[src/macd_pkg.sv]
// Shared types and constants for the MACD indicator engine.
// Used by macd_ema_unit and macd_indicator_engine; depends on nothing else.
`timescale 1ns / 1ps
`default_nettype none

package macd_pkg;

    // Storage defaults
    localparam int HISTORY_DEPTH_DEF = 256;

    // Field widths
    localparam int ALPHA_W  = 16;
    localparam int FRAC_W   = 16;
    localparam int AVG_W    = 48;
    localparam int DEA_W    = 49;
    localparam int HIST_W   = 51;
    localparam int SERIAL_W = 32;
    localparam int PRICE_W  = 32;
    localparam int OFFSET_W = 8;

    // Stream widths: fields packed from bit 0 up, padded to whole bytes
    localparam int S_TDATA_W = 72;
    localparam int M_TDATA_W = 200;

    // Configuration registers
    localparam int CFG_IDX_W = 2;
    localparam logic [CFG_IDX_W-1:0] REG_FAST_ALPHA   = 2'd0;
    localparam logic [CFG_IDX_W-1:0] REG_SLOW_ALPHA   = 2'd1;
    localparam logic [CFG_IDX_W-1:0] REG_SIGNAL_ALPHA = 2'd2;

    localparam logic [ALPHA_W-1:0] FAST_ALPHA_RST   = 16'd10082;
    localparam logic [ALPHA_W-1:0] SLOW_ALPHA_RST   = 16'd4855;
    localparam logic [ALPHA_W-1:0] SIGNAL_ALPHA_RST = 16'd13107;

    // Operation codes carried in the input tuser
    localparam logic OP_UPDATE = 1'b0;
    localparam logic OP_QUERY  = 1'b1;

    // Request to the shared EMA unit
    typedef struct packed {
        logic                      start;
        logic [ALPHA_W-1:0]        alpha;
        logic signed [DEA_W-1:0]   old_val;
        logic signed [DEA_W-1:0]   new_val;
    } t_ema_req;

    // Response from the shared EMA unit
    typedef struct packed {
        logic                      done;
        logic signed [DEA_W-1:0]   result;
    } t_ema_rsp;

endpackage

`default_nettype wire

[src/macd_ema_unit.sv]
// Shared EMA blend unit: result = old + floor((new - old) * alpha / 2^16).
// One 26x17 multiplier used twice per blend. Depends on macd_pkg.
`timescale 1ns / 1ps
`default_nettype none

module macd_ema_unit (
    input  wire logic              i_clk,
    input  wire logic              i_rst_n,
    input  wire macd_pkg::t_ema_req i_req,
    output macd_pkg::t_ema_rsp     o_rsp
);

    localparam int DIFF_W  = macd_pkg::DEA_W + 1;
    localparam int LO_W    = 25;
    localparam int HI_W    = DIFF_W - LO_W;
    localparam int MUL_A_W = LO_W + 1;
    localparam int MUL_B_W = macd_pkg::ALPHA_W + 1;
    localparam int PROD_W  = MUL_A_W + MUL_B_W;
    localparam int ACC_W   = macd_pkg::DEA_W + macd_pkg::FRAC_W;

    localparam logic [2:0] U_IDLE = 3'd0;
    localparam logic [2:0] U_MLO  = 3'd1;
    localparam logic [2:0] U_MHI  = 3'd2;
    localparam logic [2:0] U_SUM  = 3'd3;
    localparam logic [2:0] U_OUT  = 3'd4;

    logic [2:0]                         r_state;
    logic                               r_done;
    logic signed [DIFF_W-1:0]           r_diff;
    logic signed [macd_pkg::DEA_W-1:0]  r_old;
    logic [macd_pkg::ALPHA_W-1:0]       r_alpha;
    logic signed [PROD_W-1:0]           r_prod;
    logic [ACC_W-1:0]                   r_acc;
    logic signed [macd_pkg::DEA_W-1:0]  r_res;

    logic signed [MUL_A_W-1:0]          w_mul_a;
    logic signed [MUL_B_W-1:0]          w_mul_b;
    logic signed [PROD_W-1:0]           w_prod;

    // Pick the low (unsigned) or high (signed) half of the difference
    always_comb begin
        if (r_state == U_MLO) begin
            w_mul_a = $signed({1'b0, r_diff[LO_W-1:0]});
        end else begin
            w_mul_a = $signed({r_diff[DIFF_W-1], r_diff[LO_W +: HI_W]});
        end
        w_mul_b = $signed({1'b0, r_alpha});
        w_prod  = w_mul_a * w_mul_b;
    end

    // Sequence control
    always_ff @(posedge i_clk) begin
        if (!i_rst_n) begin
            r_state <= U_IDLE;
            r_done  <= 1'b0;
        end else begin
            r_done <= 1'b0;
            unique case (r_state)
                U_IDLE: begin
                    if (i_req.start) begin
                        r_state <= U_MLO;
                    end
                end
                U_MLO: r_state <= U_MHI;
                U_MHI: r_state <= U_SUM;
                U_SUM: r_state <= U_OUT;
                U_OUT: begin
                    r_state <= U_IDLE;
                    r_done  <= 1'b1;
                end
                default: r_state <= U_IDLE;
            endcase
        end
    end

    // Datapath: latch operands, two partial products, combine, scale
    always_ff @(posedge i_clk) begin
        case (r_state)
            U_IDLE: begin
                if (i_req.start) begin
                    r_diff  <= DIFF_W'(i_req.new_val) - DIFF_W'(i_req.old_val);
                    r_old   <= i_req.old_val;
                    r_alpha <= i_req.alpha;
                end
            end
            U_MLO: r_prod <= w_prod;
            U_MHI: begin
                r_acc  <= ACC_W'(r_prod);
                r_prod <= w_prod;
            end
            U_SUM: r_acc <= r_acc + {r_prod[ACC_W-LO_W-1:0], {LO_W{1'b0}}};
            U_OUT: r_res <= r_old + $signed(r_acc[ACC_W-1:macd_pkg::FRAC_W]);
            default: ;
        endcase
    end

    assign o_rsp.done   = r_done;
    assign o_rsp.result = r_res;

    // A new blend starts only when the unit is free
    a_start_idle: assert property (@(posedge i_clk) disable iff (!i_rst_n)
        i_req.start |-> (r_state == U_IDLE))
        else $error("EMA unit started while busy");

    // Completion lasts one cycle
    a_done_pulse: assert property (@(posedge i_clk) disable iff (!i_rst_n)
        r_done |=> !r_done)
        else $error("EMA done held longer than one cycle");

    // Done follows the final step
    a_done_after_out: assert property (@(posedge i_clk) disable iff (!i_rst_n)
        (r_state == U_OUT) |=> r_done)
        else $error("EMA done missing after final step");

endmodule

`default_nettype wire

[config.mk]
export PLATFORM = sky130hd
export DESIGN_NAME = macd_ema_unit
export DESIGN_NICKNAME = d
export VERILOG_FILES = /design/src/macd_pkg.sv /design/src/macd_ema_unit.sv
export SDC_FILE = /design/constraint.sdc
export NUM_CORES = 2
export LEC_CHECK = 0
export BUFFER_PORTS_ARGS = -buffer_cell sky130_fd_sc_hd__buf_2
export CORE_ASPECT_RATIO = 0.7
export CORE_UTILIZATION = 55
export CTS_CLUSTER_DIAMETER = 40
export DETAILED_ROUTE_END_ITERATION = 6
export PLACE_DENSITY = 0.78
export SLEW_MARGIN = 30
export SYNTH_ARGS = -nofsm -noshare
export SYNTH_HDL_FRONTEND = slang
export SYNTH_SLANG_ARGS = --single-unit
[constraint.sdc]
create_clock -name i_clk -period 19.6 [get_ports i_clk]
set_clock_uncertainty 0.05 [all_clocks]
set_input_delay 1.96 -clock i_clk [delete_from_list [all_inputs] [get_ports i_clk]]
set_output_delay 1.96 -clock i_clk [all_outputs]
set_load 0.005 [all_outputs]
==> impl_metrics.yaml <==
critical_path:
  rr_worst_depth: 25
  startpoint: "r_state[0]$_SDFFE_PN0P_"
  start_kind: "flop"
  worstReg2RegStart: "r_state[0]$_SDFFE_PN0P_"
  critPathRequiredTime_ns: 19.88
  crit_fanout: 27
  end_kind: "flop"
  criticalPathCategory: "flop to flop"
  crit_arrival_ns: 8.28
clocking:
  postCtsSetupBuffers: 0
  cts-resized-gates: 0
  htree_num_levels: 2
  clkSinkCount: 260
  root_buffer: "clkbuf_16"
  clk_pin_slew_ns: 0.06
  cts_tree: "built"
  cts_buffer_depth: 3
  cts_hold_buffers: 0
  numCtsBuffers: 40
  clk_latency_ns: 0.60
timing:
  drv_slew: 0
  fmax_ghz: 0.125
  relSlewSlack_pct: 34.0
  tightest_slew_ns: 0.991
  min_period_over_period_pct: 40.8
  rsz0062_at_grt: "false"
  final_hold_viol_count: 0
  setup_viol: 0
  final.min_clock_period_ns: 8.00
  setup-tns-final_ns: 0
route:
  initialDrtViolationCount: 2426
  antenna_left: 0
  drc_errors: 2
  avgRoutedWirePerCell_um: 20.8
  viasPerCell: 5.70
  wirelength_um: 85000
  vias: 23244
  drtPass1Iterations: 7
final_layout:
  finalNetCount: 4065
  area_delta_synth_final_pct: 9.81
  layout-drive-gt1-share_pct: 9.64
place:
  routabilityCongestion: 0.970
  hpwl_um: 67400
  portBuffers: 166
status:
  outcome: "finished, violations left"
  violations: "DRC"
yosys:
  netlist_area_um2: 30900
  yosysSeqAreaShare_pct: 25.2
  synthArstFlopShare_pct: 0
  ys_types: 80
  ys_warn_count: 0
  syn_inst: 3169
  synth_edf_count: 256
  dominantRegCellSynth: "edfxtp_1"
  synth-seq-cells: 260
  synth_nets: 3935
  synth.avg_cell_area_um2: 9.74
floorplanning:
  start_util_pct: 55.8
  io_pins: 167
  rows: 72
  fp.dieArea_um2: 57100
  die_h_um: 200
  fp.coreArea_um2: 55300
  fp.dieW_um: 285
global_route:
  grt_pass1_vias: 22874
  grt_pass1_wl_um: 132000
  grt.total_usage_pct: 30.2
  antenna_found_initial: 9
  grt_overflow: 0
  grt_start_max_net_pins: 66
job:
  maxCapViolations: 0
worst_hold_path:
  hold_depth: 1
  worstHoldStart: "r_acc[16]$_DFFE_PP_"
  hold_class: "flop to flop"
flip-flops by register name, indices dropped and copies added, names as in the netlist:
register	flops
r_res	49
r_old	49
r_prod	43
r_alpha	16
r_diff	50
r_acc	49
r_done	1
r_state	3
cells in the mapped netlist, drive strengths merged, types with 50 or more instances:
| master | n | area [um^2] |
|---|---|---|
| xnor2 | 114 | 998 |
| inv | 606 | 2270 |
| o21ai | 126 | 649 |
| fa | 408 | 8170 |
| edfxtp | 256 | 7690 |
| and2 | 193 | 1210 |
| nand2 | 351 | 1320 |
| nor2 | 89 | 334 |
| a21oi | 172 | 883 |
| xor2 | 50 | 438 |
| ha | 241 | 3020 |
| a21o | 74 | 557 |
| clkbuf | 91 | 344 |
final timing paths:
| kind | end | slack (ns) |
|---|---|---|
| min reg2reg | r_res[0]$_DFFE_PP_ | 0.51 |
| max | r_prod[41]$_DFFE_PP_ | 11.60 |
| max reg2reg | r_prod[41]$_DFFE_PP_ | 11.60 |
| min | r_res[0]$_DFFE_PP_ | 0.51 |
kinds of logic (layout without fill, tap and decap cells):
| logic type | count (synthesis) | count (layout) | share of synthesized area, % |
|---|---|---|---|
| AOI/OAI and AO/OA | 542 | 542 | 11.3 |
| other | 0 | 6 | 0 |
| buffers and inverters | 706 | 866 | 8.62 |
| DFF | 260 | 260 | 25.2 |
| adders and majority gates | 649 | 649 | 36.2 |
| and+or+nand+nor | 819 | 819 | 12.9 |
| muxes | 29 | 29 | 1.05 |
| xor gates and xnor gates | 164 | 164 | 4.65 |
layout by cell type (no fill, tap or decap), types with 40 or more instances in the layout:
| master | count |
|---|---|
| inv_1 | 606 |
| fa_1 | 408 |
| nand2_1 | 350 |
| edfxtp_1 | 256 |
| ha_1 | 241 |
| and2_1 | 192 |
| a21oi_1 | 168 |
| buf_2 | 166 |
| o21ai_0 | 116 |
| xnor2_1 | 114 |
| nor2_1 | 89 |
| a21o_1 | 73 |
| xor2_1 | 50 |
| clkbuf_16 | 40 |
per-stage QoR:
stage	cells	util [%]	hold WS, ns	instance area (um^2)	setup slack, ns
finish	4075	61.3	0.514	33900	11.60
global route	4069	61.2	0.556	33900	11.19
CTS	4067	61.2	0.515	33800	11.67
detailed placement	3995	58.7	0.484	32400	11.71
global placement	3988	58.5	0.487	32400	11.79
floorplan	3169	-	0.446	30900	5.12
critical path, cell delays in order (launching register included):
cell and delay [ns]:
dfxtp_1 0.52, nor3b_4 0.24, buf_4 0.40, mux2_2 0.53, and2_1 0.23, fa_1 0.53, inv_1 0.05, fa_1 0.53
inv_1 0.05, fa_1 0.50, inv_1 0.06, fa_1 0.56, fa_1 0.43, fa_1 0.49, inv_1 0.04, ha_1 0.37
a21o_1 0.22, a21o_1 0.18, a21oi_1 0.18, o211ai_1 0.11, a211oi_1 0.38, o21ai_1 0.24, a211oi_1 0.39, o21ai_0 0.16
a21oi_1 0.21, xnor2_1 0.08
layer usage:
layer | GRT usage (%) | share of wire (%)
met3 | 12.8 | 15
met1 | 45.4 | 44
met2 | 39.5 | 39
met5 | 0 | 0.031
met4 | 7.87 | 2.3
area by class of cell:
cell class,instances,area (um^2)
Clock inverter,30,387
Clock buffer,42,1010
Tap cell,740,926
Inverter,606,2270
Multi-Input combinational cell,2203,20500
Antenna cell,6,15.0
Fill cell,4583,21400
Sequential cell,260,7770
Timing Repair Buffer,188,1040
Power is left out: the tool's default activity adds up to more than one toggle a clock period on the data nets, which glitch-free logic cannot reach.
